--- src/hw/rtl/xfa_pkg.sv ---
package xfa_pkg;

    // Frame geometry and the parity skip rule.
    localparam int PAYLOAD_BYTES = 160;
    localparam int HISTORY_DEPTH = 16;   // A power of two: the slot is the low bits of seq.
    localparam int SKIP_PERIOD   = 20;

    // Field widths.
    localparam int SEQ_W     = 32;
    localparam int IDX_W     = 8;
    localparam int DAT_W     = 8;
    localparam int DIST_W    = 4;
    localparam int CFG_IDX_W = 2;

    localparam int HIST_W    = $clog2(HISTORY_DEPTH);
    localparam int MEM_DEPTH = HISTORY_DEPTH * PAYLOAD_BYTES;
    localparam int ADDR_W    = $clog2(MEM_DEPTH);
    localparam int RES_W     = $clog2(SKIP_PERIOD + 1);

    // Configuration register indexes and reset values.
    localparam logic [CFG_IDX_W-1:0] REG_DIST_A = CFG_IDX_W'(0);
    localparam logic [CFG_IDX_W-1:0] REG_DIST_B = CFG_IDX_W'(1);
    localparam logic [DIST_W-1:0]    DIST_A_RST = DIST_W'(1);
    localparam logic [DIST_W-1:0]    DIST_B_RST = DIST_W'(2);

    typedef logic [SEQ_W-1:0]  t_seq;
    typedef logic [IDX_W-1:0]  t_idx;
    typedef logic [DAT_W-1:0]  t_dat;
    typedef logic [DIST_W-1:0] t_dist;
    typedef logic [HIST_W-1:0] t_slot;
    typedef logic [ADDR_W-1:0] t_addr;
    typedef logic [RES_W-1:0]  t_res;

    typedef logic [255:0][RES_W-1:0]            t_byte_tab;
    typedef logic [(1 << RES_W)-1:0][RES_W-1:0] t_shift_tab;

    // Residue of each byte value modulo the skip period.
    function automatic t_byte_tab f_byte_mod_tab();
        t_byte_tab tab;
        for (int i = 0; i < 256; i++) begin
            tab[i] = RES_W'(i % SKIP_PERIOD);
        end
        return tab;
    endfunction

    // Residue of (r * 256) modulo the skip period, for every residue r.
    function automatic t_shift_tab f_shift_mod_tab();
        t_shift_tab tab;
        for (int i = 0; i < (1 << RES_W); i++) begin
            tab[i] = RES_W'((i * 256) % SKIP_PERIOD);
        end
        return tab;
    endfunction

    localparam t_byte_tab  BYTE_MOD  = f_byte_mod_tab();
    localparam t_shift_tab SHIFT_MOD = f_shift_mod_tab();

    // One byte step of the running residue: (r * 256 + b) mod SKIP_PERIOD.
    function automatic t_res f_res_step(t_res r, logic [7:0] b);
        logic [RES_W:0] t;
        t = {1'b0, SHIFT_MOD[r]} + {1'b0, BYTE_MOD[b]};
        if (t >= (RES_W + 1)'(SKIP_PERIOD)) begin
            t = t - (RES_W + 1)'(SKIP_PERIOD);
        end
        return t_res'(t);
    endfunction

    // Stage load enables and the input accept strobe.
    typedef struct packed {
        logic acc;
        logic ld1;
        logic ld2;
        logic ld3;
    } t_ctl;

    // Item leaving the address stage.
    typedef struct packed {
        t_seq  seq;
        t_idx  idx;
        t_dat  dat;
        logic  rng;
        logic  ok;
        logic  last;
        t_addr wa;
        t_addr ra;
        t_addr rb;
    } t_s2;

    // Item leaving the history stage.
    typedef struct packed {
        t_seq seq;
        t_idx idx;
        t_dat dat;
        logic ok;
        logic last;
        logic byp_a;
        logic byp_b;
        t_dat rd_a;
        t_dat rd_b;
    } t_s3;

endpackage

--- src/hw/rtl/xfa_front.sv ---
module xfa_front (
    input  logic          i_clk,
    input  logic          i_rst_n,
    input  xfa_pkg::t_ctl i_ctl,
    input  xfa_pkg::t_seq i_seq,
    input  xfa_pkg::t_idx i_byte_index,
    input  xfa_pkg::t_dat i_data_byte,
    input  xfa_pkg::t_dist i_dist_a,
    input  xfa_pkg::t_dist i_dist_b,
    output logic          o_v1,
    output logic          o_v2,
    output xfa_pkg::t_s2  o_s2
);
    import xfa_pkg::*;

    // Stage 1: range checks, minimum sequence, upper half of the skip residue.
    logic r_v1;
    t_seq r_s1_seq;
    t_idx r_s1_idx;
    t_dat r_s1_dat;
    t_res r_s1_res;
    logic r_s1_rng;
    logic r_s1_last;
    logic r_s1_ge;

    t_res n_s1_res;
    logic n_s1_rng;
    logic n_s1_last;
    logic n_s1_ge;

    // Stage 2: rest of the residue and the three history addresses.
    logic r_v2;
    t_s2  r_s2;
    t_s2  n_s2;
    t_res w_res;
    t_slot w_cur;
    t_slot w_sa;
    t_slot w_sb;

    always_comb begin
        n_s1_res  = f_res_step(f_res_step('0, i_seq[31:24]), i_seq[23:16]);
        n_s1_rng  = 32'(i_byte_index) < 32'(PAYLOAD_BYTES);
        n_s1_last = 32'(i_byte_index) == 32'(PAYLOAD_BYTES - 1);
        n_s1_ge   = (i_seq[SEQ_W-1:DIST_W] != '0) || (i_seq[DIST_W-1:0] >= i_dist_b);
    end

    always_ff @(posedge i_clk) begin
        if (!i_rst_n) begin
            r_v1 <= 1'b0;
        end else if (i_ctl.ld1) begin
            r_v1 <= i_ctl.acc;
        end
    end

    always_ff @(posedge i_clk) begin
        if (i_ctl.acc) begin
            r_s1_seq  <= i_seq;
            r_s1_idx  <= i_byte_index;
            r_s1_dat  <= i_data_byte;
            r_s1_res  <= n_s1_res;
            r_s1_rng  <= n_s1_rng;
            r_s1_last <= n_s1_rng && n_s1_last;
            r_s1_ge   <= n_s1_ge;
        end
    end

    always_comb begin
        w_res = f_res_step(f_res_step(r_s1_res, r_s1_seq[15:8]), r_s1_seq[7:0]);
        w_cur = r_s1_seq[HIST_W-1:0];
        w_sa  = t_slot'(w_cur - t_slot'(i_dist_a));
        w_sb  = t_slot'(w_cur - t_slot'(i_dist_b));

        n_s2.seq  = r_s1_seq;
        n_s2.idx  = r_s1_idx;
        n_s2.dat  = r_s1_dat;
        n_s2.rng  = r_s1_rng;
        n_s2.ok   = r_s1_rng && r_s1_ge && (w_res != '0);
        n_s2.last = r_s1_last;
        n_s2.wa   = t_addr'(t_addr'(w_cur) * t_addr'(PAYLOAD_BYTES) + t_addr'(r_s1_idx));
        n_s2.ra   = t_addr'(t_addr'(w_sa) * t_addr'(PAYLOAD_BYTES) + t_addr'(r_s1_idx));
        n_s2.rb   = t_addr'(t_addr'(w_sb) * t_addr'(PAYLOAD_BYTES) + t_addr'(r_s1_idx));
    end

    always_ff @(posedge i_clk) begin
        if (!i_rst_n) begin
            r_v2 <= 1'b0;
        end else if (i_ctl.ld2) begin
            r_v2 <= r_v1;
        end
    end

    always_ff @(posedge i_clk) begin
        if (i_ctl.ld2 && r_v1) begin
            r_s2 <= n_s2;
        end
    end

    assign o_v1 = r_v1;
    assign o_v2 = r_v2;
    assign o_s2 = r_s2;

endmodule

--- config.mk ---
export PLATFORM = sky130hd
export DESIGN_NAME = xfa_front
export DESIGN_NICKNAME = d
export VERILOG_FILES = /design/src/hw/rtl/xfa_pkg.sv /design/src/hw/rtl/xfa_front.sv
export SDC_FILE = /design/constraint.sdc
export NUM_CORES = 1
export LEC_CHECK = 0
export BUFFER_PORTS_ARGS = -buffer_cell sky130_fd_sc_hd__buf_2
export CAP_MARGIN = 20
export CORE_ASPECT_RATIO = 1.2
export CORE_MARGIN = 4
export CORE_UTILIZATION = 50
export DETAILED_ROUTE_END_ITERATION = 10
export PLACE_DENSITY = 0.7
export SLEW_MARGIN = 20
export SYNTH_ARGS = -nofsm -noshare
export SYNTH_HDL_FRONTEND = slang
export SYNTH_SLANG_ARGS = --single-unit
--- constraint.sdc ---
create_clock -name i_clk -period 7.75 [get_ports i_clk]
set_clock_uncertainty 0.1 [all_clocks]
set_input_delay 1.1625 -clock i_clk [delete_from_list [all_inputs] [get_ports i_clk]]
set_output_delay 1.1625 -clock i_clk [all_outputs]
set_load 0.01 [all_outputs]
Yosys cells after proc, flatten, opt, wreduce, memory -nomap -nowiden
Memory sizes are Yosys's and may differ from the RTL's. A register that Yosys moved wholly into a read port is not among the register bits.
Cells that the tools add are included.

word-level totals
  memories kept = 7
  register bits after elaboration = 145
  output and inout bits = 89
  input bits = 62
  bits in read-only memories = 5600
  logic and storage cells = 75

operators by class
  $add $sub $neg = 12
  order comparisons = 13
  equality and inequality tests = 1
  multipliers = 3
  reduce and logical (&&, ||, !) cells = 7
  multiplexer cells = 14

memory list
  memory            words  width  read ports  clocked after Yosys merged registers in  wr ports  line           RTL
  (name not given)  256    5      1           1                                        0         xfa_pkg.sv:61  t = {1'b0, SHIFT_MOD[r]} + {1'b0, BYTE_MOD[b]};
  (name not given)  256    5      1           1                                        0         xfa_pkg.sv:61
  (name not given)  256    5      1           0                                        0         xfa_pkg.sv:61
  (name not given)  256    5      1           0                                        0         xfa_pkg.sv:61
  (name not given)  32     5      1           0                                        0         xfa_pkg.sv:61
  (name not given)  32     5      1           1                                        0         xfa_pkg.sv:61
  1 more memories   -      -      -           -                                        -         -

operator list
  kind                                                               count
  2-to-1 mux 5 bit                                                   12
  adder 12 x 8 -> 12 bit                                             3
  < comparator 8 x 9 -> 1 bit, second input constant                 4
  nonzero test 28 bit                                                1
  multiplier 4 x 3 -> 7 bit, second input constant                   3
  subtractor 5 bit, second input constant                            4
  adder 5 x 5 -> 6 bit                                               3
  greater-or-equal comparator 6 x 5 -> 1 bit, second input constant  3
  < comparator 5 x 6 -> 1 bit, second input constant                 3
  2-to-1 mux 8 bit                                                   2
  equality test 8 bit, second input constant                         1
  < comparator 8 bit, second input constant                          1
  subtractor 4 bit                                                   2
  greater-or-equal comparator 5 bit, second input constant           1
  nonzero test 5 bit                                                 1
  greater-or-equal comparator 4 bit                                  1
  logical AND 1 bit                                                  4
  logical OR 1 bit                                                   1

Depth between registers and ports, before layout
  depth in word-level cells = 12
  gate-level depth with buffers = 28

Worst setup path before layout
No wires, ideal clock.

  path type = in2reg
  from = input i_seq[27]
  to = register (tool-made name)
  data arrival time = 6620 ps
  buffers on the path = 1
  cell stages on the path = 28
  path slack = 892 ps
  data required time = 7512 ps
  setup time = 138 ps
  cells stage by stage = inv_1 > ha_1 > mux2i_1 > mux2_2 > a211o_2 > nand2_1 > inv_1 > ha_1 > and2_1 > a31oi_1 > nand2_1 > and4_1 > a21o_1 > a211o_1 > a221o_1 > ha_1 > fa_1 > inv_1 > ha_1 > or3b_2 > a21oi_1 > o21a_1 > o21ai_0 > a31o_2 > clkbuf_1 > mux2_2 > o22ai_1 > a32oi_1

RTL lines
  element             line            RTL
  start: declaration  xfa_front.sv:5  input xfa_pkg::t_seq i_seq,

==> impl_results.md <==
* Initial Util at 51.6%
* Leakage at 4.35 nW
* Most common cell after layout, fill and taps aside: buf_2
* Final ANT Viol Nets at 0
* Std-Cell Core Area at 17000 um2
* Hpwl dp at 13800 um
* P_int at 2.07 mW
* Critical path fanouts, max at 10
* Unrepaired setup endpoints after global routing: false
* Vias at 6208
* EDFF count, synth at 126
* Status: finished, final reports clean
* Routed WL at 18500 um
* Sequential share of the synthesized area at a little under half
* Initial antenna violation count at 3
* Setup violators final at 0
* Post-CTS repair timing setup buffer count at 0
* Cells after synthesis at roughly 770
* CTS max path bufs at 2
* Net Switching at 1.07 mW
* Root buf cell: clkbuf_16
* Post-CTS Resized at 0
* Largest net degree at the start of global routing at 74
* Pwr dens at 306 nW/um2
* First-pass GRT wire length at about 30000 um
* Most used DFF post-synth: edfxtp_1
* Hold Path Stages at 0
* Setup TNS at 0 ps
* F_max at approximately 140 MHz
* Die W at 129 um
* Switch share at 34.0%
* Synth async-reset ratio at 0%
* Measured slew at the worst slew-check pin at 1040 ps
* #FFs+latches synth at 141
* Worst Hold Class: flop to flop
* Largest area contributor in the netlist: edfxtp_1
* DR vias/cell at 5.50
* Yosys warning count at 0
* First DRT Iteration DRCs at 309
* P&R area growth vs syn at 16.2%
* Post-synth net total at around 900
* Layout cells sized above 1 at 25.1%
* Commonest cells after routing, fill and taps aside: buf_2, edfxtp_1, ha_1
* Overall Global Routing Usage at 19.2%
* Area share of the largest cell type after synthesis at 43.0%
* Vias in the first global route at about 6000
* I/O Buffers at approximately 150
* Peak supply drop at ~0.18 mV
* Die area at between 15000 and 20000 um2
* CTS Sinks at 141
* WS Path Type: input port to flop
* Tcrit/Tclk final at 91.5%
* Io pins at 151
* Comb pwr share at 42.6%
* Critical path capture point type: flop
* Reg2reg path depth at 18
* Wirelength per Cell at 16.4 um
* Drt drc at 0
* Clock Latency Late Sink at 420 ps
* Worst Path Arrival at 7310 ps
* CTS tree: yes
* CTS Buf Count at 17
* Drt first pass iters at 7
* Mean Syn Cell Area at 11.5 um2
* Crit start category: input port
* Minimum clock period at slightly above 7000 ps
* Synthesized area at ~9000 um2
* # diodes at 0
* Slew HR at 30.7%
* Clk slew on worst S/H paths at ~60 ps
* # rows at 52
* Final net count at between 1000 and 1500
* Ranking of synthesized cells by area: edfxtp_1, ha_1, mux2i_1, dfxtp_1, nand2_1
* CTS H-tree depth at 4
* DIE HEIGHT at 153 um
* # hold bufs at CTS at 0
* Hold Vio Cnt, Final at 0
* Max_cap viols at 0
* Hold_ws at about 310 ps
* Max Slew Vio Count at 0
* Global route overflow at 0
* Library cells used by synthesis at 75
* GPL Wtd Cong at 0.863
* Clock share of power at 27.1%
* Register share of total power at 30.3%
* WP data required at 7970 ps
## routing by layer
| metal | global-route usage (%) | routed length [um] | up-vias |
|---|---|---|---|
| li1 | - | - | 3095 |
| met1 | 24.3 | 8000 | 2940 |
| met2 | 31.9 | 9290 | 147 |
| met3 | 4.54 | 906 | 20 |
| met4 | 6.95 | 286 | 6 |
| met5 | 0 | 34 | - |
## power groups by stage
| stage | Sequential, mW | Combinational, mW | Clock [mW] |
|---|---|---|---|
| after floorplan | 0.966 | 1.07 | 0 |
| after global placement | 0.964 | 1.28 | 0 |
| after detailed placement | 0.966 | 1.33 | 0 |
| after CTS | 0.951 | 1.34 | 0.870 |
| after global routing | 0.957 | 1.51 | 0.906 |
| final | 0.950 | 1.33 | 0.850 |
## cells by family after synthesis
family,after synthesis,synth area share [%]
AND/OR/NAND/NOR,185,10.2
buffers and inverters,82,4.55
adder cells (fa/ha/maj),89,13.6
XOR/XNOR,30,2.99
AO/OA/AOI/OAI,171,13.0
flip-flops,141,46.4
multiplexers,69,9.24
## final timing paths
| check | startpoint | endpoint | slack (ps) |
|---|---|---|---|
| max | i_seq[27] | flop | 660 |
| min | r_s1_dat[5] | o_s2[44] | 310 |
| max reg2reg | flop | o_s2[37] | 2490 |
| min reg2reg | r_s1_dat[5] | o_s2[44] | 310 |
## cells in the mapped netlist, drive strengths merged, types with 8 or more instances
cell type and n:
edfxtp 126, ha 78, nand2 66, a21oi 48, mux2i 46, inv 45, nor2 43, o21ai 41
buf 29, xnor2 18, dfxtp 15, mux2 15, nand3 14, a21o 13, nand2b 12, o211ai 12
xor2 12, fa 11, nor2b 11, a31oi 10, clkbuf 8, mux4 8
## state kept, by name, indices dropped and copies added, names as in the netlist, named ones only
signal	flops
o_s2	72
o_v1	1
o_v2	1
r_s1_dat	8
r_s1_ge	1
r_s1_idx	8
r_s1_last	1
r_s1_res	3
r_s1_rng	1
r_s1_seq	32
w_res	2
## cell type report
cell class | instances | area [um2]
repair buffers | 151 | 763
clock inverters | 13 | 189
clock buffers | 18 | 429
fillers | 1397 | 6820
multi-input cells | 544 | 4320
well taps | 216 | 270
inverters | 45 | 171
flip-flops and latches | 141 | 4080
## metrics by stage
stage | total power, mW | utilization, % | worst slack, ps | instances | area (um2)
floorplan | 2.04 | - | 892 | 767 | 8800
global placement | 2.25 | 56.4 | 328 | 1097 | 9610
detailed placement | 2.29 | 56.4 | 245 | 1097 | 9610
CTS | 3.16 | 60.0 | 686 | 1128 | 10200
global route | 3.38 | 60.0 | 293 | 1128 | 10200
finish | 3.13 | 60.0 | 658 | 1128 | 10200
## critical path, cell delays in order
cell,delay (ps)
buf_2,190
inv_1,120
ha_1,360
mux2i_1,90
mux2_2,270
a211o_2,360
nand2_1,180
inv_1,100
ha_1,200
and2_1,180
a31oi_1,180
nand2_1,130
and4_1,240
a21o_1,150
a211o_1,280
a221o_1,300
ha_1,230
fa_1,460
inv_1,100
ha_1,140
or3b_2,450
a21oi_1,190
o21a_1,190
o21ai_0,140
a31oi_2,380
nor4b_1,110
a31o_2,220
a211oi_1,210
(Power assumes the default switching activity.)
